## src/design/i2cm_pkg.sv

```systemverilog
`timescale 1ns / 1ps
`default_nettype none

package i2cm_pkg;

  // One bus tick offered to the sequencer
  typedef struct packed {
    logic       req_valid;
    logic       req_type;
    logic [7:0] cmd_byte;
    logic       sda_in;
  } tick_t;

  // Bus levels and status after the tick
  typedef struct packed {
    logic        scl_out;
    logic        sda_out;
    logic        sda_drive;
    logic        busy_res;
    logic        done_res;
    logic [1:0]  status;
    logic [15:0] read_value;
  } result_t;

  localparam int unsigned CfgIndexWidth = 2;
  localparam int unsigned CfgDataWidth  = 24;

  localparam logic [CfgIndexWidth-1:0] REG_ADDRESS_BYTE    = 2'd0;
  localparam logic [CfgIndexWidth-1:0] REG_PHASE_TICKS     = 2'd1;
  localparam logic [CfgIndexWidth-1:0] REG_ACK_TIMEOUT     = 2'd2;
  localparam logic [CfgIndexWidth-1:0] REG_STOP_HOLD_TICKS = 2'd3;

  localparam logic [7:0]  ADDRESS_BYTE_RESET    = 8'd70;
  localparam logic [15:0] PHASE_TICKS_RESET     = 16'd50;
  localparam logic [15:0] ACK_TIMEOUT_RESET     = 16'd500;
  localparam logic [23:0] STOP_HOLD_TICKS_RESET = 24'd100000;

  localparam logic [1:0] STATUS_OK          = 2'd0;
  localparam logic [1:0] STATUS_NO_ADDR_ACK = 2'd1;
  localparam logic [1:0] STATUS_NO_DATA_ACK = 2'd2;

  localparam logic REQ_WRITE = 1'b0;
  localparam logic REQ_READ  = 1'b1;

endpackage

`default_nettype wire

```

## src/design/i2cm_stream_if.sv

```systemverilog
`timescale 1ns / 1ps
`default_nettype none

interface i2cm_tick_if;
  import i2cm_pkg::*;

  logic  valid;
  logic  ready;
  tick_t data;

  modport source (output valid, output data, input ready);
  modport sink (input valid, input data, output ready);
endinterface

interface i2cm_result_if;
  import i2cm_pkg::*;

  logic    valid;
  logic    ready;
  result_t data;

  modport source (output valid, output data, input ready);
  modport sink (input valid, input data, output ready);
endinterface

`default_nettype wire

```

## src/design/i2c_sensor_command_and_read_master.sv

```systemverilog
// I2C master sequencer for a sensor that takes command bytes and returns
// two-byte measurements.
//
// tick:   one request per bus tick: an optional write/read request and the
//         sampled SDA level. A request is taken only while the bus is idle.
// result: one result per accepted tick: SCL/SDA levels, busy, a one-tick
//         done pulse with status, and the 16-bit read value on done of a read with status OK.
// cfg:    register writes (address byte, phase length, acknowledge timeout,
//         hold after STOP); the user makes them while no transaction runs, the block does not enforce it.
//
// The sequencer state and the output result register are both loaded at the
// clock edge that accepts a tick. With the result side ready, a tick is
// accepted every cycle.
// When the receiver stalls, the result register holds; tick.ready stays high
// as long as the held result is taken in the same cycle.
// Reset (synchronous) puts the sequencer in idle, clears the result valid flag
// and loads the register defaults.
`timescale 1ns / 1ps
`default_nettype none

module i2c_sensor_command_and_read_master (
  input  wire                                  clk,
  input  wire                                  rst,
  i2cm_tick_if.sink                            tick,
  i2cm_result_if.source                        result,
  input  wire                                  cfg_write,
  input  wire [i2cm_pkg::CfgIndexWidth-1:0]    cfg_index,
  input  wire [i2cm_pkg::CfgDataWidth-1:0]     cfg_data
);
  import i2cm_pkg::*;

  typedef enum logic [3:0] {
    ST_IDLE,
    ST_START_A,
    ST_START_B,
    ST_TX_LO,
    ST_TX_HI,
    ST_ACK_LO,
    ST_ACK_POLL,
    ST_RX_LO,
    ST_RX_HI,
    ST_MACK_LO,
    ST_MACK_HI,
    ST_STOP_A,
    ST_STOP_B,
    ST_STOP_C,
    ST_HOLD
  } state_t;

  // Configuration registers
  logic [7:0]  address_byte;
  logic [15:0] phase_ticks;
  logic [15:0] ack_timeout;
  logic [23:0] stop_hold_ticks;

  // Sequencer state
  state_t      state, state_next;
  logic [15:0] phase_timer, phase_timer_next;
  logic [3:0]  bit_count, bit_count_next;
  logic [7:0]  shift_reg, shift_reg_next;
  logic [15:0] ack_poll_count, ack_poll_count_next;
  logic [23:0] stop_hold_count, stop_hold_count_next;
  logic [15:0] read_accum, read_accum_next;
  logic        request_kind, request_kind_next;
  logic [1:0]  pending_status, pending_status_next;

  logic        tick_fire;
  logic        res_valid;
  result_t     res_data, res_next;

  logic [15:0] phase_limit;
  logic [15:0] phase_count;
  logic        phase_end;
  logic [23:0] hold_count;
  logic        finish;
  tick_t       in;

  assign in          = tick.data;
  assign tick.ready  = !res_valid || result.ready;
  assign tick_fire   = tick.valid && tick.ready;
  assign result.valid = res_valid;
  assign result.data  = res_data;

  assign phase_limit = (phase_ticks == 16'd0) ? 16'd1 : phase_ticks;
  assign phase_count = 16'(phase_timer + 16'd1);
  assign phase_end   = phase_count >= phase_limit;
  assign hold_count  = 24'(stop_hold_count + 24'd1);

  always_comb begin
    state_next           = state;
    phase_timer_next     = phase_timer;
    bit_count_next       = bit_count;
    shift_reg_next       = shift_reg;
    ack_poll_count_next  = ack_poll_count;
    stop_hold_count_next = stop_hold_count;
    read_accum_next      = read_accum;
    request_kind_next    = request_kind;
    pending_status_next  = pending_status;
    finish               = 1'b0;

    // Timed phases: advance the phase timer, clear it when the phase ends
    if (state == ST_START_A || state == ST_START_B || state == ST_TX_LO ||
        state == ST_TX_HI || state == ST_ACK_LO || state == ST_RX_LO ||
        state == ST_RX_HI || state == ST_MACK_LO || state == ST_MACK_HI ||
        state == ST_STOP_A || state == ST_STOP_B || state == ST_STOP_C) begin
      phase_timer_next = phase_end ? 16'd0 : phase_count;
    end

    unique case (state)
      ST_IDLE: begin
        if (in.req_valid) begin
          request_kind_next    = in.req_type;
          shift_reg_next       = address_byte | {7'd0, in.req_type};
          read_accum_next      = (in.req_type == REQ_READ) ? 16'd0 : {8'd0, in.cmd_byte};
          bit_count_next       = 4'd0;
          ack_poll_count_next  = 16'd0;
          stop_hold_count_next = 24'd0;
          pending_status_next  = STATUS_OK;
          state_next           = ST_START_A;
          phase_timer_next     = 16'd0;
        end
      end
      ST_START_A: if (phase_end) state_next = ST_START_B;
      ST_START_B: if (phase_end) state_next = ST_TX_LO;
      ST_TX_LO:   if (phase_end) state_next = ST_TX_HI;
      ST_TX_HI: begin
        if (phase_end) begin
          shift_reg_next = {shift_reg[6:0], 1'b0};
          bit_count_next = 4'(bit_count + 4'd1);
          state_next     = (bit_count_next[2:0] == 3'd0) ? ST_ACK_LO : ST_TX_LO;
        end
      end
      ST_ACK_LO: begin
        if (phase_end) begin
          ack_poll_count_next = 16'd0;
          state_next          = ST_ACK_POLL;
        end
      end
      ST_ACK_POLL: begin
        if (!in.sda_in) begin
          if (bit_count == 4'd8 && request_kind == REQ_READ) begin
            bit_count_next  = 4'd0;
            read_accum_next = 16'd0;
            state_next      = ST_RX_LO;
          end else if (bit_count == 4'd8) begin
            shift_reg_next = read_accum[7:0];
            state_next     = ST_TX_LO;
          end else begin
            state_next = ST_STOP_A;
          end
          phase_timer_next = 16'd0;
        end else if (ack_poll_count >= ack_timeout) begin
          pending_status_next = (bit_count == 4'd8) ? STATUS_NO_ADDR_ACK : STATUS_NO_DATA_ACK;
          state_next          = ST_STOP_A;
          phase_timer_next    = 16'd0;
        end else begin
          ack_poll_count_next = 16'(ack_poll_count + 16'd1);
        end
      end
      ST_RX_LO: if (phase_end) state_next = ST_RX_HI;
      ST_RX_HI: begin
        if (phase_end) begin
          read_accum_next = {read_accum[14:0], in.sda_in};
          bit_count_next  = 4'(bit_count + 4'd1);
          state_next      = (bit_count_next[2:0] == 3'd0) ? ST_MACK_LO : ST_RX_LO;
        end
      end
      ST_MACK_LO: if (phase_end) state_next = ST_MACK_HI;
      ST_MACK_HI: begin
        if (phase_end) state_next = (bit_count == 4'd8) ? ST_RX_LO : ST_STOP_A;
      end
      ST_STOP_A: if (phase_end) state_next = ST_STOP_B;
      ST_STOP_B: if (phase_end) state_next = ST_STOP_C;
      ST_STOP_C: begin
        if (phase_end) begin
          stop_hold_count_next = 24'd0;
          if (stop_hold_ticks == 24'd0) finish = 1'b1;
          else state_next = ST_HOLD;
        end
      end
      ST_HOLD: begin
        stop_hold_count_next = hold_count;
        if (hold_count >= stop_hold_ticks) finish = 1'b1;
      end
      default: begin
        state_next       = ST_IDLE;
        phase_timer_next = 16'd0;
      end
    endcase

    if (finish) begin
      state_next       = ST_IDLE;
      phase_timer_next = 16'd0;
    end
  end

  // Bus levels and status from the state after this tick
  always_comb begin
    res_next            = '0;
    res_next.scl_out    = 1'b1;
    res_next.sda_out    = 1'b1;
    res_next.sda_drive  = 1'b0;
    res_next.busy_res   = state_next != ST_IDLE;
    res_next.done_res   = finish;
    if (finish) begin
      res_next.status = pending_status;
      if (pending_status == STATUS_OK && request_kind == REQ_READ) begin
        res_next.read_value = read_accum;
      end
    end

    unique case (state_next)
      ST_START_A: begin
        res_next.sda_drive = 1'b1;
      end
      ST_START_B: begin
        res_next.sda_out   = 1'b0;
        res_next.sda_drive = 1'b1;
      end
      ST_TX_LO: begin
        res_next.scl_out   = 1'b0;
        res_next.sda_out   = shift_reg_next[7];
        res_next.sda_drive = 1'b1;
      end
      ST_TX_HI: begin
        res_next.sda_out   = shift_reg_next[7];
        res_next.sda_drive = 1'b1;
      end
      ST_ACK_LO, ST_RX_LO: begin
        res_next.scl_out = 1'b0;
      end
      ST_MACK_LO: begin
        res_next.scl_out   = 1'b0;
        res_next.sda_out   = bit_count_next != 4'd8;
        res_next.sda_drive = 1'b1;
      end
      ST_MACK_HI: begin
        res_next.sda_out   = bit_count_next != 4'd8;
        res_next.sda_drive = 1'b1;
      end
      ST_STOP_A: begin
        res_next.scl_out   = 1'b0;
        res_next.sda_out   = 1'b0;
        res_next.sda_drive = 1'b1;
      end
      ST_STOP_B: begin
        res_next.sda_out   = 1'b0;
        res_next.sda_drive = 1'b1;
      end
      ST_STOP_C: begin
        res_next.sda_drive = 1'b1;
      end
      default: begin
        res_next.scl_out = 1'b1;
      end
    endcase
  end

  always_ff @(posedge clk) begin
    if (rst) begin
      address_byte    <= ADDRESS_BYTE_RESET;
      phase_ticks     <= PHASE_TICKS_RESET;
      ack_timeout     <= ACK_TIMEOUT_RESET;
      stop_hold_ticks <= STOP_HOLD_TICKS_RESET;
    end else if (cfg_write) begin
      unique case (cfg_index)
        REG_ADDRESS_BYTE:    address_byte    <= cfg_data[7:0];
        REG_PHASE_TICKS:     phase_ticks     <= cfg_data[15:0];
        REG_ACK_TIMEOUT:     ack_timeout     <= cfg_data[15:0];
        REG_STOP_HOLD_TICKS: stop_hold_ticks <= cfg_data;
      endcase
    end
  end

  always_ff @(posedge clk) begin
    if (rst) begin
      state           <= ST_IDLE;
      phase_timer     <= 16'd0;
      bit_count       <= 4'd0;
      shift_reg       <= 8'd0;
      ack_poll_count  <= 16'd0;
      stop_hold_count <= 24'd0;
      read_accum      <= 16'd0;
      request_kind    <= 1'b0;
      pending_status  <= STATUS_OK;
      res_valid       <= 1'b0;
    end else begin
      if (tick_fire) begin
        state           <= state_next;
        phase_timer     <= phase_timer_next;
        bit_count       <= bit_count_next;
        shift_reg       <= shift_reg_next;
        ack_poll_count  <= ack_poll_count_next;
        stop_hold_count <= stop_hold_count_next;
        read_accum      <= read_accum_next;
        request_kind    <= request_kind_next;
        pending_status  <= pending_status_next;
        res_valid       <= 1'b1;
      end else if (result.ready) begin
        res_valid <= 1'b0;
      end
    end
  end

  // Result payload holds until replaced by the next tick
  always_ff @(posedge clk) begin
    if (tick_fire) begin
      res_data <= res_next;
    end
  end

  // A request seen while idle starts a transaction; none seen keeps idle
  assert property (@(posedge clk) disable iff (rst)
    tick_fire && state == ST_IDLE && !in.req_valid |=> state == ST_IDLE)
    else $error("sequencer left idle without a request");

  assert property (@(posedge clk) disable iff (rst)
    res_valid && !res_data.done_res |->
      res_data.status == STATUS_OK && res_data.read_value == 16'd0)
    else $error("status or read value outside a done tick");

  assert property (@(posedge clk) disable iff (rst)
    res_valid && res_data.done_res |-> !res_data.busy_res && state == ST_IDLE)
    else $error("done reported while transaction still running");

  assert property (@(posedge clk) disable iff (rst)
    res_valid && !res_data.sda_drive |-> res_data.sda_out)
    else $error("released SDA reported low");

endmodule

`default_nettype wire

```

## src/flat_wrapper.sv

```systemverilog
// flat-port wrapper written by rule: the top's interface ports become plain ports
module i2c_sensor_command_and_read_master_flat import i2cm_pkg::*;
  (clk, rst, cfg_write, cfg_index, cfg_data, tick_valid, tick_data, tick_ready, result_valid, result_data, result_ready);
  i2cm_tick_if tick_i ();
  i2cm_result_if result_i ();
  input  wire clk;
  input  wire rst;
  input  wire cfg_write;
  input  wire [i2cm_pkg::CfgIndexWidth-1:0] cfg_index;
  input  wire [i2cm_pkg::CfgDataWidth-1:0] cfg_data;
  input wire logic [$bits(tick_i.valid)-1:0] tick_valid;
  input wire logic [$bits(tick_i.data)-1:0] tick_data;
  output wire logic [$bits(tick_i.ready)-1:0] tick_ready;
  output wire logic [$bits(result_i.valid)-1:0] result_valid;
  output wire logic [$bits(result_i.data)-1:0] result_data;
  input wire logic [$bits(result_i.ready)-1:0] result_ready;
  assign tick_i.valid = tick_valid;
  assign tick_i.data = tick_data;
  assign tick_ready = tick_i.ready;
  assign result_valid = result_i.valid;
  assign result_data = result_i.data;
  assign result_i.ready = result_ready;
  i2c_sensor_command_and_read_master u_core (.clk(clk), .rst(rst), .tick(tick_i), .result(result_i), .cfg_write(cfg_write), .cfg_index(cfg_index), .cfg_data(cfg_data));
endmodule
```

## config.mk

```make
export PLATFORM = sky130hd
export DESIGN_NAME = i2c_sensor_command_and_read_master_flat
export DESIGN_NICKNAME = d
export VERILOG_FILES = /design/src/design/i2cm_pkg.sv /design/src/design/i2cm_stream_if.sv /design/src/design/i2c_sensor_command_and_read_master.sv /design/src/flat_wrapper.sv
export SDC_FILE = /design/constraint.sdc
export NUM_CORES = 1
export LEC_CHECK = 0
export BUFFER_PORTS_ARGS = -buffer_cell sky130_fd_sc_hd__buf_2
export CORE_MARGIN = 2
export CORE_UTILIZATION = 40
export CTS_CLUSTER_DIAMETER = 50
export DETAILED_ROUTE_END_ITERATION = 7
export GPL_ROUTABILITY_DRIVEN = 0
export GPL_TIMING_DRIVEN = 0
export PLACE_DENSITY_LB_ADDON = 0.1
export SETUP_SLACK_MARGIN = 0.4
export SLEW_MARGIN = 25
export SYNTH_ARGS = -nofsm -noshare
export SYNTH_HDL_FRONTEND = slang
export SYNTH_SLANG_ARGS = --single-unit
```

## constraint.sdc

```tcl
create_clock -name clk -period 6.05 [get_ports clk]
set_input_delay 0.9075 -clock clk [delete_from_list [all_inputs] [get_ports clk]]
set_output_delay 0.9075 -clock clk [all_outputs]
set_load 0.005 [all_outputs]
```

# Word-level counts from Yosys, hierarchy flattened
# Cells that the tools add are included.
# totals
register_bits,179
in_bits,42
output_inout_bits,25
wordCells,189
# op_classes
addsub,4
n_lt_le_gt_ge,3
n_eq_ne,42
muxes,70
bitwise,1
reduce_logical,47
# ops
operator,count
16-bit 2-to-1 mux,15
16-bit case mux with 3 select lines,3
4-bit 2-to-1 mux,25
24-bit case mux with 3 select lines,1
4-bit case mux with 15 select lines,1
"4-bit equality test, second input constant",13
24-bit 2-to-1 mux,2
8-bit 2-to-1 mux,6
"16-bit by 1-bit adder with 16-bit output, second input constant",2
16-bit greater-or-equal comparator,2
"4-bit by 3-bit equality test with 1-bit output, second input constant",7
"24-bit by 1-bit adder with 24-bit output, second input constant",1
24-bit greater-or-equal comparator,1
24-bit zero test,1
8-bit case mux with 3 select lines,1
"4-bit by 2-bit equality test with 1-bit output, second input constant",4
16-bit zero test,1
"2-bit by 1-bit inequality test with 1-bit output, second input constant",7
13-bit OR reduction,1
1-bit logical OR,12
4-bit case mux with 3 select lines,1
6-bit AND reduction,2
3-bit nonzero test,4
"2-bit inequality test, second input constant",5
28 further kinds,49

# Longest topological paths before layout
# Gate-level depths: netlist (run 1).
# depth
depth_word,17
depth_mapped,19

# Least setup slack after synthesis (run 1)
# Ideal clock, no wire load.
# synth_path
path_kind,reg-to-reg
startpoint,reg u_core.phase_timer[0]
endpoint,"reg u_core.res_data (netlist bit u_core.result.data[20]), data pin"
setup_ns,0.255
arrival_ns,4.090
required_time_ns,5.795
path_slack_ns,1.705
path_stages_with_launch,20
period_less_slack_ns,4.345
cell_sequence,dfxtp_1 -> ha_1 -> nand3_1 -> nor3_1 -> and3_1 -> and3_1 -> nand3_1 -> xnor2_1 -> ha_1 -> nand4_1 -> or4_1 -> nor3_2 -> or3_1 -> buf_6 -> mux2i_1 -> a311o_1 -> buf_6 -> nor3_1 -> inv_1 -> and3_1
# synth_rtl
element,line_no,rtl
start: declaration,i2c_sensor_command_and_read_master.sv:58,"logic [15:0] phase_timer, phase_timer_next;"
start signal: assignment,i2c_sensor_command_and_read_master.sv:290,phase_timer <= phase_timer_next;
end signal: assignment,i2c_sensor_command_and_read_master.sv:308,res_data <= res_next;
end: declaration,i2c_sensor_command_and_read_master.sv:69,"result_t res_data, res_next;"

# Worst setup path in the final report (run 1)
# layout_path
startpoint,reg u_core.phase_timer[0]
endpoint,reg u_core.ack_poll_count[5]
# layout_via
elab_chain_cells,4
# layout_lines
element,line_no,rtl
16-bit by 1-bit adder with 16-bit output,i2c_sensor_command_and_read_master.sv:85,assign phase_count = 16'(phase_timer + 16'd1);
16-bit greater-or-equal comparator,i2c_sensor_command_and_read_master.sv:86,assign phase_end = phase_count >= phase_limit;
2-bit by 1-bit inequality test with 1-bit output (no line),-,
6-bit AND reduction (no line),-,
end signal: assignment,i2c_sensor_command_and_read_master.sv:293,ack_poll_count <= ack_poll_count_next;
end: declaration,i2c_sensor_command_and_read_master.sv:61,"logic [15:0] ack_poll_count, ack_poll_count_next;"
# Every way passes these cells.
# A chain may end at the register's enable or synchronous reset.

==> results of run 1 <==
[worst reg2reg max path, stage by stage (launching register included)]
cell	delay (ns)
sky130_fd_sc_hd__dfxtp_1	0.42
sky130_fd_sc_hd__ha_1	0.25
sky130_fd_sc_hd__nand3_1	0.22
sky130_fd_sc_hd__nor3_1	0.43
sky130_fd_sc_hd__and3_1	0.30
sky130_fd_sc_hd__and3_1	0.30
sky130_fd_sc_hd__nand3_1	0.14
sky130_fd_sc_hd__xnor2_1	0.25
sky130_fd_sc_hd__ha_1	0.29
sky130_fd_sc_hd__nand4_1	0.13
sky130_fd_sc_hd__nor2_1	0.07
sky130_fd_sc_hd__o2bb2ai_1	0.18
sky130_fd_sc_hd__nor3_2	0.67
sky130_fd_sc_hd__a22oi_1	0.23
sky130_fd_sc_hd__o21bai_1	0.76
sky130_fd_sc_hd__nor3_1	0.18
sky130_fd_sc_hd__xnor2_1	0.18
sky130_fd_sc_hd__nor2_1	0.05
[how the worst max path moves through the flow]
stage	to	slack [ns]	startpoint
floorplan	u_core.result.data[20]$_DFFE_PP_	1.70	u_core.phase_timer[0]$_SDFFE_PP0P_
global placement	u_core.result.data[21]$_DFFE_PP_	0.86	u_core.phase_timer[0]$_SDFFE_PP0P_
detailed placement	u_core.result.data[21]$_DFFE_PP_	0.81	u_core.phase_timer[0]$_SDFFE_PP0P_
CTS	u_core.result.data[21]$_DFFE_PP_	0.76	u_core.phase_timer[0]$_SDFFE_PP0P_
global route	u_core.ack_poll_count[7]$_SDFFE_PP0P_	0.42	u_core.phase_timer[0]$_SDFFE_PP0P_
finish	u_core.ack_poll_count[5]$_SDFFE_PP0P_	0.90	u_core.phase_timer[0]$_SDFFE_PP0P_
[cell usage after synthesis, drive strengths merged (7+ instances only)]
cell / n
a211o: 12
a211oi: 12
a21o: 11
a21oi: 130
a221oi: 10
a22o: 7
a31oi: 12
and2: 23
and3: 16
buf: 12
clkbuf: 51
dfxtp: 156
edfxtp: 23
ha: 62
inv: 66
mux2i: 7
nand2: 176
nand2b: 8
nand3: 53
nand3b: 20
nand4: 20
nor2: 117
nor2b: 7
nor3: 32
nor3b: 14
nor4: 14
o21ai: 53
xnor2: 28
xor2: 23
[final cells by class]
class / count / share of cell area
sequential: 179 / 0.336
tap: 324 / 0.0357
buffer: 63 / 0.0277
clock inverter: 15 / 0.0183
timing repair buffer: 65 / 0.0306
clock buffer: 17 / 0.0375
inverter: 67 / 0.0222
multi-input combinational: 924 / 0.492
[power by group through the flow]
stage          sequential [µW]  combinational [µW]  clock [µW]
2_1_floorplan             1280                 148           0
3_3_place_gp              1290                 237           0
3_5_place_dp              1290                 242           0
4_1_cts                   1260                 243        1200
5_1_grt                   1270                 269        1250
6_report                  1260                 243        1170
[metal layers]
metal	vias to the layer above	track usage
met3	32	0.0324
li1	4493	-
met2	209	0.337
met1	4168	0.309
met5	-	0
met4	0	0.0575
[through the flow]
step                      area (µm²)   util  cells  hold WS [ns]  setup slack [ns]
final                          11300  0.465   1654         0.455             0.896
after global routing           11300  0.465   1654         0.481             0.423
after CTS                      11300  0.465   1654         0.457             0.763
after detailed placement       10700  0.439   1622         0.444             0.810
after global placement         10700  0.437   1621         0.438             0.862
after floorplan                 9940      -   1233         0.427              1.70
[logic make-up (layout without fill, tap and decap cells)]
| group | count (synthesis) | count (layout) | synth area share |
|---|---|---|---|
| AOI/OAI and AO/OA | 285 | 285 | 0.178 |
| xor gates and xnor gates | 51 | 51 | 0.0449 |
| adders and majority gates | 62 | 62 | 0.0780 |
| buffers and inverters | 130 | 227 | 0.0567 |
| DFF | 179 | 179 | 0.383 |
| muxes | 7 | 7 | 0.00705 |
| and+or+nand+nor | 519 | 519 | 0.252 |
[what timing repair did]
action,4_1_cts,5_1_grt
buffers inserted,0,0
setup endpoints to repair,0,10
hold endpoints to repair,0,0
gates resized for setup,0,2
==> impl_summary.md, run 1 <==
Critical path
For the worst flop-to-flop path, the logic depth is 17. At the worst endpoint, the required time is 6.36 ns. The instance count on the critical path is 17. The startpoint of the most critical register-to-register path is u_core.phase_timer[0]$_SDFFE_PP0P_. STA classifies the critical path endpoint as a flip-flop. The worst setup path is launched from a flip-flop. In this design, the largest share of critical-path delay is due to simple AND/OR/NAND/NOR gates. The maximum fanout along the worst path is 9.

The worst path buffer plus inverter count is 0. On the critical path, the stage with the largest delay is an instance of sky130_fd_sc_hd__o21bai_1. In this design, the stage delay of the slowest critical-path cell is 0.76 ns. STA puts the critical path data arrival time at 5.46 ns. The signal on the critical path passes through ha_1, nand3_1, nor3_1, and3_1, and3_1, nand3_1, xnor2_1, ha_1, nand4_1, nor2_1, o2bb2ai_1, nor3_2, a22oi_1, o21bai_1, nor3_1, xnor2_1, nor2_1.

The category of the most critical setup path is flip-flop to flip-flop. Setup slack on the worst reg-to-reg path comes out at 0.90 ns. The worst register-to-register path ends at u_core.ack_poll_count[5]$_SDFFE_PP0P_.

Synth
The area fraction of the dominant cell type after synthesis is 0.314. The net count after synthesis is 1,337. The synthesized design contains 23 enable-type register cells.

The share of async-settable or async-resettable flops after synthesis is 0. Summing every instance area after synthesis gives 0.00994 mm². After synthesis the netlist holds a flip-flop and latch count of 179. The Yosys step of the flow raised 0 warnings. Of the synthesized area, sequential elements account for 0.383. The distinct cell type count after synthesis is 72. The most used flip-flop cell after synthesis is sky130_fd_sc_hd__dfxtp_1. The post-synthesis instance total is 1,233. The synthesized design spends more area on one cell type than any other, namely sky130_fd_sc_hd__dfxtp_1. Ranked by total cell area, the synthesized netlist is headed by sky130_fd_sc_hd__dfxtp_1 (31%), sky130_fd_sc_hd__ha_1 (7.8%), sky130_fd_sc_hd__edfxtp_1 (6.9%), sky130_fd_sc_hd__nand2_1 (6.6%), sky130_fd_sc_hd__a21oi_1 (6.5%). The mean cell area of the mapped netlist is 8.07 µm².

STA
Setup repair after global routing left no endpoint under its margin. Setup violations remaining at the end of the flow were counted as 0. The post-route clock skew is 0.0148 ns.

The final critical-path required period is 5.15 ns. The measured slew at the worst slew-check pin is 1.02 ns. The sum of negative setup slack is 0 ns.

The worst slew slack as a fraction of its limit is 0.319. The period utilization is 0.852. The count of final hold-check violations came to 0. Derived from the worst setup path, the maximum achievable clock frequency is 0.194 GHz.

The final count of pins violating max slew is 0.

GRT
The number of global-route vias before repair is 8,081. The first global-routing pass estimated 44.1 mm of wire. The number of antenna violations at the first check in global routing was 0. The total global routing overflow is 0. Entering global routing, the biggest net connects 24 pins. Across every metal layer, demand over resource in global routing totals 0.215.

Power
The maximum VDD drop is 209 µV. The reported net switching power is 750 µW. Of the total power, the clock network draws 0.437.

The power consumption is 2680 µW. The share of total power dissipated in combinational logic is 0.091. In this run the power density over the cells is 236 mW/mm². The leakage dissipation is 0.00443 µW. The total internal power is 1930 µW. The proportion of total power due to net switching is 0.280. The share of total power dissipated in sequential elements is 0.472.

Route
Wire segments on met2 add up to 12.6 mm in the final route. The via density per instance is 5.38. The total number of vias is 8,902. The detailed route wirelength on metal3 is 1.25 mm. After the first detailed-routing iteration, the DRC count stood at 631. In the final routing, the length of wire on met1 measures 13.7 mm.

The total detailed-routing wirelength is 28.1 mm. The top layer reached by signal wires is met4. For this run, design rule violations remaining after detail routing come to 0. The detailed-route wire length per cell is 17.0 µm. The remaining antenna violation count after routing is 0.

The first TritonRoute pass finished after 6 iterations.

Placement
The count of buffers from port buffering is 64. Detailed placement finished with a half-perimeter wire length of 21.0 mm.

Finish
The number of antenna diodes in the final layout is 0. The library cells used most frequently in the layout, excluding fill and tap cells, are sky130_fd_sc_hd__nand2_1 (176), sky130_fd_sc_hd__dfxtp_1 (156), sky130_fd_sc_hd__a21oi_1 (129), sky130_fd_sc_hd__nor2_1 (116), sky130_fd_sc_hd__buf_2 (68). The net count of the finished layout is 1,421. The filler cell count in the final layout is 2,475. The fraction of final layout cells with drive strength greater than 1 is 0.100. The commonest non-fill, non-tap cell in the layout is sky130_fd_sc_hd__nand2_1. The combined flip-flop and latch cell area is 0.00381 mm².

Relative to the synthesized area, the layout overhead comes to 14.1%. The total area of multi-input combinational cells is 0.00558 mm².

Run
The number of max-cap violations is 0.

Floorplanning
Measured along the y axis, the die boundary spans 162 µm. 67 I/O pins were placed. The initial core utilization is 0.408. The die area is 0.0261 mm². The die is 162 µm wide. The number of cell rows is 57. In this run the standard cell core region covers 0.0244 mm².

Outcome
The run finished with clean final reports.

Min path
Counting instances, the worst hold path has a depth of 2. The worst hold path terminates at u_core.read_accum[15]$_SDFFE_PP0P_. The startpoint identified for the worst hold timing path is u_core.read_accum[15]$_SDFFE_PP0P_. The path category of the worst min-delay check is flip-flop to flip-flop.

CTS
Counting every sink on the clock net gives 179. The number of clock buffers inserted by TritonCTS is 17. The clock reaches the later pin of the worst-skew pair after 0.44 ns. The number of H-tree levels is 4.

The tree is rooted in a sky130_fd_sc_hd__clkbuf_16. After clock tree synthesis, the clock-pin slew on the worst setup and hold paths is 0.08 ns. TritonCTS built the clock tree. The number of buffers on the longest clock path is 2.

After clock tree synthesis, the flow added hold-fix buffers numbering 0.
Note: power is estimated with default switching activity, not from simulation.
==> run 2, diff against run 1 <==
CELL_PAD_IN_SITES_DETAIL_PLACEMENT = 0   (was unset)
CELL_PAD_IN_SITES_GLOBAL_PLACEMENT = 1   (was unset)
RECOVER_POWER = 25   (was unset)
==> impl_summary.md, run 2 (synthesized netlist as in run 1, its figures left out) <==
CTS
The clock sink count is 179 (unchanged). The number of clock buffers inserted by TritonCTS is 17 (unchanged). The number of buffers on the longest clock path was 2 (unchanged). The number of H-tree levels was 4 (unchanged). The count of hold buffers inserted by post-cts repair is 0 (unchanged). The CTS tree is yes (unchanged). The root cell of the clock tree was sky130_fd_sc_hd__clkbuf_16 (unchanged). The clock-pin slew of the registers on the worst-case setup and hold paths is 0.08 ns (about the same). The later-pin clock latency in the skew report came to 0.44 ns (about the same).

STA
The period utilization is 0.847 (was 0.852). The worst hold-check slack came to 0.451 ns (was 0.455 ns). The measured slew at the worst slew-check pin is 0.967 ns (was 1.02 ns). The final count of pins violating max slew is 0 (unchanged).

The post-route clock skew was 0.0119 ns (was 0.0148 ns). The total setup violations reported at the end of the flow is 0 (unchanged). The count of final hold-check violations is 0 (unchanged). The highest attainable clock frequency is 0.195 GHz (was 0.194 GHz).

The final critical-path required period came to 5.13 ns (was 5.15 ns). The sum of negative setup slack is 0 ns (unchanged). Unrepaired setup endpoints after global routing: no (unchanged). The worst slew slack as a fraction of its limit is 0.353 (was 0.319).

Floorplanning
The die area is 0.0261 mm² (unchanged). The initial core utilization came to 0.408 (unchanged). The area of the core came to 0.0244 mm² (unchanged). The number of cell rows is 57 (unchanged).

The x dimension of the die came to 162 µm (unchanged). The die height came to 162 µm (unchanged). The number of top-level pins is 67 (unchanged).

Route
The number of optimization iterations in the first detailed-route pass is 5 (was 6). The remaining antenna violation count after routing was 0 (unchanged). The number of design-rule violations left by the first detailed-router iteration came to 587 (was 631). The via density per instance is 5.36 (was 5.38).

The post-route DRC violation count is 0 (unchanged). The detailed-route wire length per cell came to 17.4 µm (was 17.0 µm). The total number of vias came to 8,866 (was 8,902). The total detailed-routing wirelength came to 28.7 mm (was 28.1 mm).

GRT
The all-layer global routing usage is 0.221 (was 0.215). The number of global-route vias before repair came to 8,256 (was 8,081). The largest net degree at the start of global routing is 29 (was 24). The first-pass GRT wire length is 45.4 mm (was 44.1 mm). The total global routing overflow was 0 (unchanged). The number of antenna violations at the first check in global routing is 0 (unchanged).

Finish
The synthesis-to-finish area growth is 13.5% (was 14.1%). The count of inserted antenna diode cells was 0 (unchanged). Most used cells in the layout excluding fill and tap cells: sky130_fd_sc_hd__nand2_1 (176), sky130_fd_sc_hd__dfxtp_1 (156), sky130_fd_sc_hd__a21oi_1 (129), sky130_fd_sc_hd__nor2_1 (116), sky130_fd_sc_hd__inv_1 (66) (was sky130_fd_sc_hd__nand2_1 (176), sky130_fd_sc_hd__dfxtp_1 (156), sky130_fd_sc_hd__a21oi_1 (129), sky130_fd_sc_hd__nor2_1 (116), sky130_fd_sc_hd__buf_2 (68)).

The commonest non-fill, non-tap cell in the layout is sky130_fd_sc_hd__nand2_1 (unchanged). The post-layout net count is 1,421 (unchanged). The fraction of final layout cells with drive strength greater than 1 is 0.0947 (was 0.100).

Critical path
The depth of the most critical reg-to-reg path is 17 (unchanged). The category of the most critical setup path is flip-flop to flip-flop (unchanged). The maximum fanout along the worst path is 9 (unchanged).

The startpoint type of the worst setup path is a flip-flop (unchanged). The kind of end point of the critical path is a flip-flop (unchanged). The required time of the critical path is 6.22 ns (was 6.36 ns).

The data arrival time of the worst path was 5.30 ns (was 5.46 ns). The capturing point of the worst reg2reg path was u_core.result.data[21]$_DFFE_PP_ (was u_core.ack_poll_count[5]$_SDFFE_PP0P_). The startpoint of the most critical register-to-register path is u_core.phase_timer[0]$_SDFFE_PP0P_ (unchanged). The register-to-register setup slack is 0.92 ns (was 0.90 ns).

Run
The number of max-cap violations is 0 (unchanged).

Min path
The worst hold path depth is 2 (unchanged). The path category of the worst min-delay check is flip-flop to flip-flop (unchanged). The start point of the worst hold path is u_core.read_accum[15]$_SDFFE_PP0P_ (unchanged). The capture endpoint of the worst hold path is u_core.read_accum[15]$_SDFFE_PP0P_ (unchanged).

Outcome
Status: complete, no violations (unchanged).

Power
The maximum VDD drop was 174 µV (was 209 µV). The leakage dissipation came to 0.00438 µW (was 0.00443 µW). The cell area power density was 232 mW/mm² (was 236 mW/mm²).

The power consumption came to 2620 µW (was 2680 µW).

Placement
The detailed placer's ending HPWL is 21.5 mm (was 21.0 mm). The count of buffers from port buffering is 64 (unchanged).
==> run 2: cell type report <==
| cell class | count | area, µm² |
|---|---|---|
| Buffer | 63 | 314 |
| Clock buffer | 17 | 425 |
| Clock inverter | 15 | 160 |
| Fill cell | 2581 | 13100 |
| Inverter | 67 | 251 |
| Multi-Input combinational cell | 924 | 5580 |
| Sequential cell | 179 | 3810 |
| Tap cell | 324 | 405 |
| Timing Repair Buffer | 65 | 332 |
==> run 2: power breakdown <==
part / internal (µW) / total (µW) / switching [µW]
combinational: 81.0 / 242 / 161
clock: 555 / 1110 / 560
sequential: 1240 / 1260 / 24.8
==> run 2: worst max-delay path by stage <==
stage / to / from / cells after the start
final: u_core.result.data[21]$_DFFE_PP_ / u_core.phase_timer[0]$_SDFFE_PP0P_ / 17
after global placement: u_core.result.data[21]$_DFFE_PP_ / u_core.phase_timer[0]$_SDFFE_PP0P_ / 19
after global routing: u_core.result.data[21]$_DFFE_PP_ / u_core.phase_timer[0]$_SDFFE_PP0P_ / 19
after floorplan: u_core.result.data[20]$_DFFE_PP_ / u_core.phase_timer[0]$_SDFFE_PP0P_ / 19
after CTS: u_core.result.data[21]$_DFFE_PP_ / u_core.phase_timer[0]$_SDFFE_PP0P_ / 19
after detailed placement: u_core.result.data[21]$_DFFE_PP_ / u_core.phase_timer[0]$_SDFFE_PP0P_ / 19
==> run 2: critical path, stage by stage (launching register included) <==
cell	delay, ns
sky130_fd_sc_hd__dfxtp_1	0.41
sky130_fd_sc_hd__ha_1	0.25
sky130_fd_sc_hd__nand3_1	0.22
sky130_fd_sc_hd__nor3_2	0.36
sky130_fd_sc_hd__and3_1	0.27
sky130_fd_sc_hd__and3_1	0.28
sky130_fd_sc_hd__nand3_1	0.12
sky130_fd_sc_hd__xnor2_1	0.24
sky130_fd_sc_hd__ha_1	0.28
sky130_fd_sc_hd__nand4_1	0.13
sky130_fd_sc_hd__nor2_1	0.07
sky130_fd_sc_hd__o2bb2ai_1	0.18
sky130_fd_sc_hd__nor3_2	0.66
sky130_fd_sc_hd__nor2_1	0.30
sky130_fd_sc_hd__a221oi_1	0.66
sky130_fd_sc_hd__a22oi_1	0.15
sky130_fd_sc_hd__o22ai_1	0.17
sky130_fd_sc_hd__o311ai_1	0.11
==> run 2: stage by stage <==
step / util / worst slack, ns / instances / cell area (µm²)
3_5_place_dp: 0.439 / 0.811 / 1622 / 10700
5_1_grt: 0.463 / 0.489 / 1654 / 11300
2_1_floorplan: - / 1.70 / 1233 / 9940
6_report: 0.463 / 0.924 / 1654 / 11300
3_3_place_gp: 0.437 / 0.821 / 1621 / 10700
4_1_cts: 0.463 / 0.795 / 1654 / 11300
==> run 2: timing repair <==
action | CTS | global route
gates resized for setup | 0 | 2
buffers inserted | 0 | 0
setup endpoints to repair | 0 | 11
==> run 2: routing by layer <==
layer	routed length [µm]	vias up	global-route usage
li1	-	4494	-
met1	14100	4153	0.313
met2	13100	206	0.363
met3	1330	13	0.0324
met4	201	0	0.0426
met5	0	-	0
==> run 3, diff against run 2 <==
clock period = 4.35 ns   (was 6.05 ns; I/O delays follow)
==> impl_summary.md, run 3 (synthesized netlist as in run 1, its figures left out) <==
Critical path
The kind of end point of the critical path was a flip-flop (unchanged). By instance count, the cell type seen most on the critical path is sky130_fd_sc_hd__and3_4. The delay contributed by the slowest stage of the critical path is 0.53 ns (was 0.66 ns).

The register-to-register setup slack came to 0.09 ns (was 0.92 ns). The required time of the critical path is 4.56 ns (was 6.22 ns). Ordered cell list for the critical path: and3_4, and4_4, and3_4, and3_4, and3_4, nand3_4, xnor2_4, ha_4, nand4_1, or4_4, nor3_4, or3_4, buf_6, buf_6, mux2i_1, a311o_1, buf_6, nor3_4, inv_1, and3_1 (was ha_1, nand3_1, nor3_2, and3_1, and3_1, nand3_1, xnor2_1, ha_1, nand4_1, nor2_1, o2bb2ai_1, nor3_2, nor2_1, a221oi_1, a22oi_1, o22ai_1, o311ai_1).

The capturing point of the worst reg2reg path is u_core.result.data[20]$_DFFE_PP_ (was u_core.result.data[21]$_DFFE_PP_). The depth of the most critical reg-to-reg path is 20 (was 17). The kind of cell with the highest combined delay on the critical path was simple AND/OR/NAND/NOR gates (unchanged). The launch point of the critical path was u_core.phase_timer[1]$_SDFFE_PP0P_ (was u_core.phase_timer[0]$_SDFFE_PP0P_). The category of the most critical setup path was flip-flop to flip-flop (unchanged).

The slowest cell on the critical path is sky130_fd_sc_hd__or4_4 (was sky130_fd_sc_hd__nor3_2). The startpoint type of the worst setup path is a flip-flop (unchanged). The maximum fanout along the worst path is 6 (was 9). The startpoint of the most critical register-to-register path is u_core.phase_timer[1]$_SDFFE_PP0P_ (was u_core.phase_timer[0]$_SDFFE_PP0P_). The data arrival time of the worst path came to 4.48 ns (was 5.30 ns). The worst path buffer plus inverter count is 4 (was 0).

Floorplanning
The die height is 162 µm (unchanged). The x dimension of the die is 162 µm (unchanged). The die area is 0.0261 mm² (unchanged). The number of top-level pins was 67 (unchanged). The area of the core came to 0.0244 mm² (unchanged). The number of cell rows was 57 (unchanged).

The initial core utilization came to 0.408 (unchanged).

STA
The sum of negative setup slack is 0 ns (unchanged). The final critical-path required period came to 4.26 ns (was 5.13 ns). The worst slew slack as a fraction of its limit was 0.0789 (was 0.353). The final critical-path setup slack came to 0.0872 ns (was 0.924 ns).

The period utilization is 0.980 (was 0.847). The measured slew at the worst slew-check pin is 1.37 ns (was 0.967 ns). The highest attainable clock frequency was 0.235 GHz (was 0.195 GHz). The final count of pins violating max slew was 0 (unchanged). The count of final hold-check violations came to 0 (unchanged). The total setup violations reported at the end of the flow came to 0 (unchanged). The post-route clock skew is 0.0179 ns (was 0.0119 ns). Unrepaired setup endpoints after global routing: yes (was no).

Placement
The count of buffers from port buffering came to 64 (unchanged). The detailed placer's ending HPWL was 21.4 mm (was 21.5 mm). The post-place setup slack is -0.705 ns (was 0.811 ns).

Power
The total internal power was 2720 µW (was 1870 µW). The reported net switching power was 1150 µW (was 746 µW). The fraction of power consumed by sequential logic is 0.454 (was 0.482). The leakage dissipation is 0.00520 µW (was 0.00438 µW). The maximum VDD drop is 213 µV (was 174 µV). The cell area power density came to 292 mW/mm² (was 232 mW/mm²). The clock network fraction of total power is 0.421 (was 0.426). The combinational fraction of design power is 0.125 (was 0.093). The proportion of total power due to net switching came to 0.297 (was 0.285).

Min path
The path category of the worst min-delay check was primary input to flip-flop (was flip-flop to flip-flop). The capture endpoint of the worst hold path is u_core.stop_hold_ticks[16]$_SDFFE_PP1P_ (was u_core.read_accum[15]$_SDFFE_PP0P_). The worst hold path depth is 2 (unchanged). The start point of the worst hold path was cfg_data[16] (was u_core.read_accum[15]$_SDFFE_PP0P_).

Route
The remaining antenna violation count after routing came to 0 (unchanged). The number of design-rule violations left by the first detailed-router iteration is 607 (was 587). The number of optimization iterations in the first detailed-route pass is 5 (unchanged).

The detailed-route wire length per cell is 18.0 µm (was 17.4 µm). The total detailed-routing wirelength was 31.1 mm (was 28.7 mm). The post-route DRC violation count is 0 (unchanged). The via density per instance was 5.40 (was 5.36).

The total number of vias is 9,344 (was 8,866).

CTS
The number of buffers on the longest clock path is 2 (unchanged). The clock-pin slew of the registers on the worst-case setup and hold paths is 0.08 ns (about the same). The number of H-tree levels was 4 (unchanged). The clock sink count is 179 (unchanged). The count of hold buffers inserted by post-cts repair is 0 (unchanged). The later-pin clock latency in the skew report is 0.46 ns (was 0.44 ns). The number of clock buffers inserted by TritonCTS is 17 (unchanged). The root cell of the clock tree was sky130_fd_sc_hd__clkbuf_16 (unchanged). The CTS tree was yes (unchanged).

Finish
The filler cell count in the final layout is 2,309 (was 2,581). The post-layout net count is 1,497 (was 1,421). The count of inserted antenna diode cells is 0 (unchanged).

Most used cells in the layout excluding fill and tap cells: sky130_fd_sc_hd__nand2_1 (163), sky130_fd_sc_hd__dfxtp_1 (141), sky130_fd_sc_hd__nor2_1 (105), sky130_fd_sc_hd__a21oi_1 (99), sky130_fd_sc_hd__inv_1 (66) (was sky130_fd_sc_hd__nand2_1 (176), sky130_fd_sc_hd__dfxtp_1 (156), sky130_fd_sc_hd__a21oi_1 (129), sky130_fd_sc_hd__nor2_1 (116), sky130_fd_sc_hd__inv_1 (66)). The commonest non-fill, non-tap cell in the layout is sky130_fd_sc_hd__nand2_1 (unchanged). The synthesis-to-finish area growth is 32.8% (was 13.5%). The fraction of final layout cells with drive strength greater than 1 is 0.264 (was 0.0947).

GRT
The number of global-route vias before repair was 8,603 (was 8,256). The total global routing overflow came to 0 (unchanged). The all-layer global routing usage is 0.233 (was 0.221). The number of antenna violations at the first check in global routing is 0 (unchanged). The first-pass GRT wire length is 47.7 mm (was 45.4 mm). The largest net degree at the start of global routing was 28 (was 29).

Run
The number of max-cap violations came to 0 (unchanged).

Outcome
Status: complete, no violations (unchanged).
==> run 3: area by class of cell <==
class / instances / area, µm² / share of cell area
clock buffer: 17 / 425 / 0.0322
sequential: 179 / 3850 / 0.292
multi-input combinational: 925 / 6490 / 0.491
tap: 324 / 405 / 0.0307
timing repair buffer: 140 / 1130 / 0.0855
inverter: 67 / 251 / 0.0190
buffer: 63 / 449 / 0.0340
clock inverter: 15 / 201 / 0.0153
==> run 3: power by group through the flow <==
stage	Clock (µW)	Sequential (µW)	Combinational, µW
global placement	0	1790	335
floorplan	0	1780	207
finish	1620	1750	485
CTS	1660	1750	426
detailed placement	0	1790	339
global route	1720	1760	525
==> run 3: worst max path at each step <==
| stage | cells past startpoint | to |
|---|---|---|
| after floorplan | 19 | u_core.result.data[21]$_DFFE_PP_ |
| after global routing | 20 | u_core.result.data[19]$_DFFE_PP_ |
| after detailed placement | 17 | u_core.result.data[6]$_SDFFCE_PN0P_ |
| after CTS | 19 | u_core.result.data[22]$_DFFE_PP_ |
| after global placement | 18 | u_core.phase_timer[11]$_SDFFE_PP0P_ |
| final | 20 | u_core.result.data[20]$_DFFE_PP_ |
==> run 3: metrics by stage <==
step	instance area, µm²	std cells	utilization	total power [µW]	hold slack [ns]
final	13200	1730	0.542	3860	0.428
after global routing	13200	1730	0.542	4010	0.423
after CTS	12400	1703	0.508	3840	0.416
after detailed placement	10800	1622	0.442	2130	0.440
after global placement	10700	1621	0.440	2130	0.436
after floorplan	10000	1233	-	1990	0.427
==> run 3: what timing repair did <==
action	CTS	global route
hold endpoints to repair	0	0
setup buffers	42	26
endpoints found under the setup margin	111	111
gates resized for setup	145	158
pin swaps	60	51
gates cloned	7	1
==> run 3: routing by layer <==
metal / GRT usage / share of wire
met1: 0.328 / 0.47
met4: 0.0640 / 0.016
met3: 0.0352 / 0.048
met2: 0.374 / 0.47
met5: 0 / 0
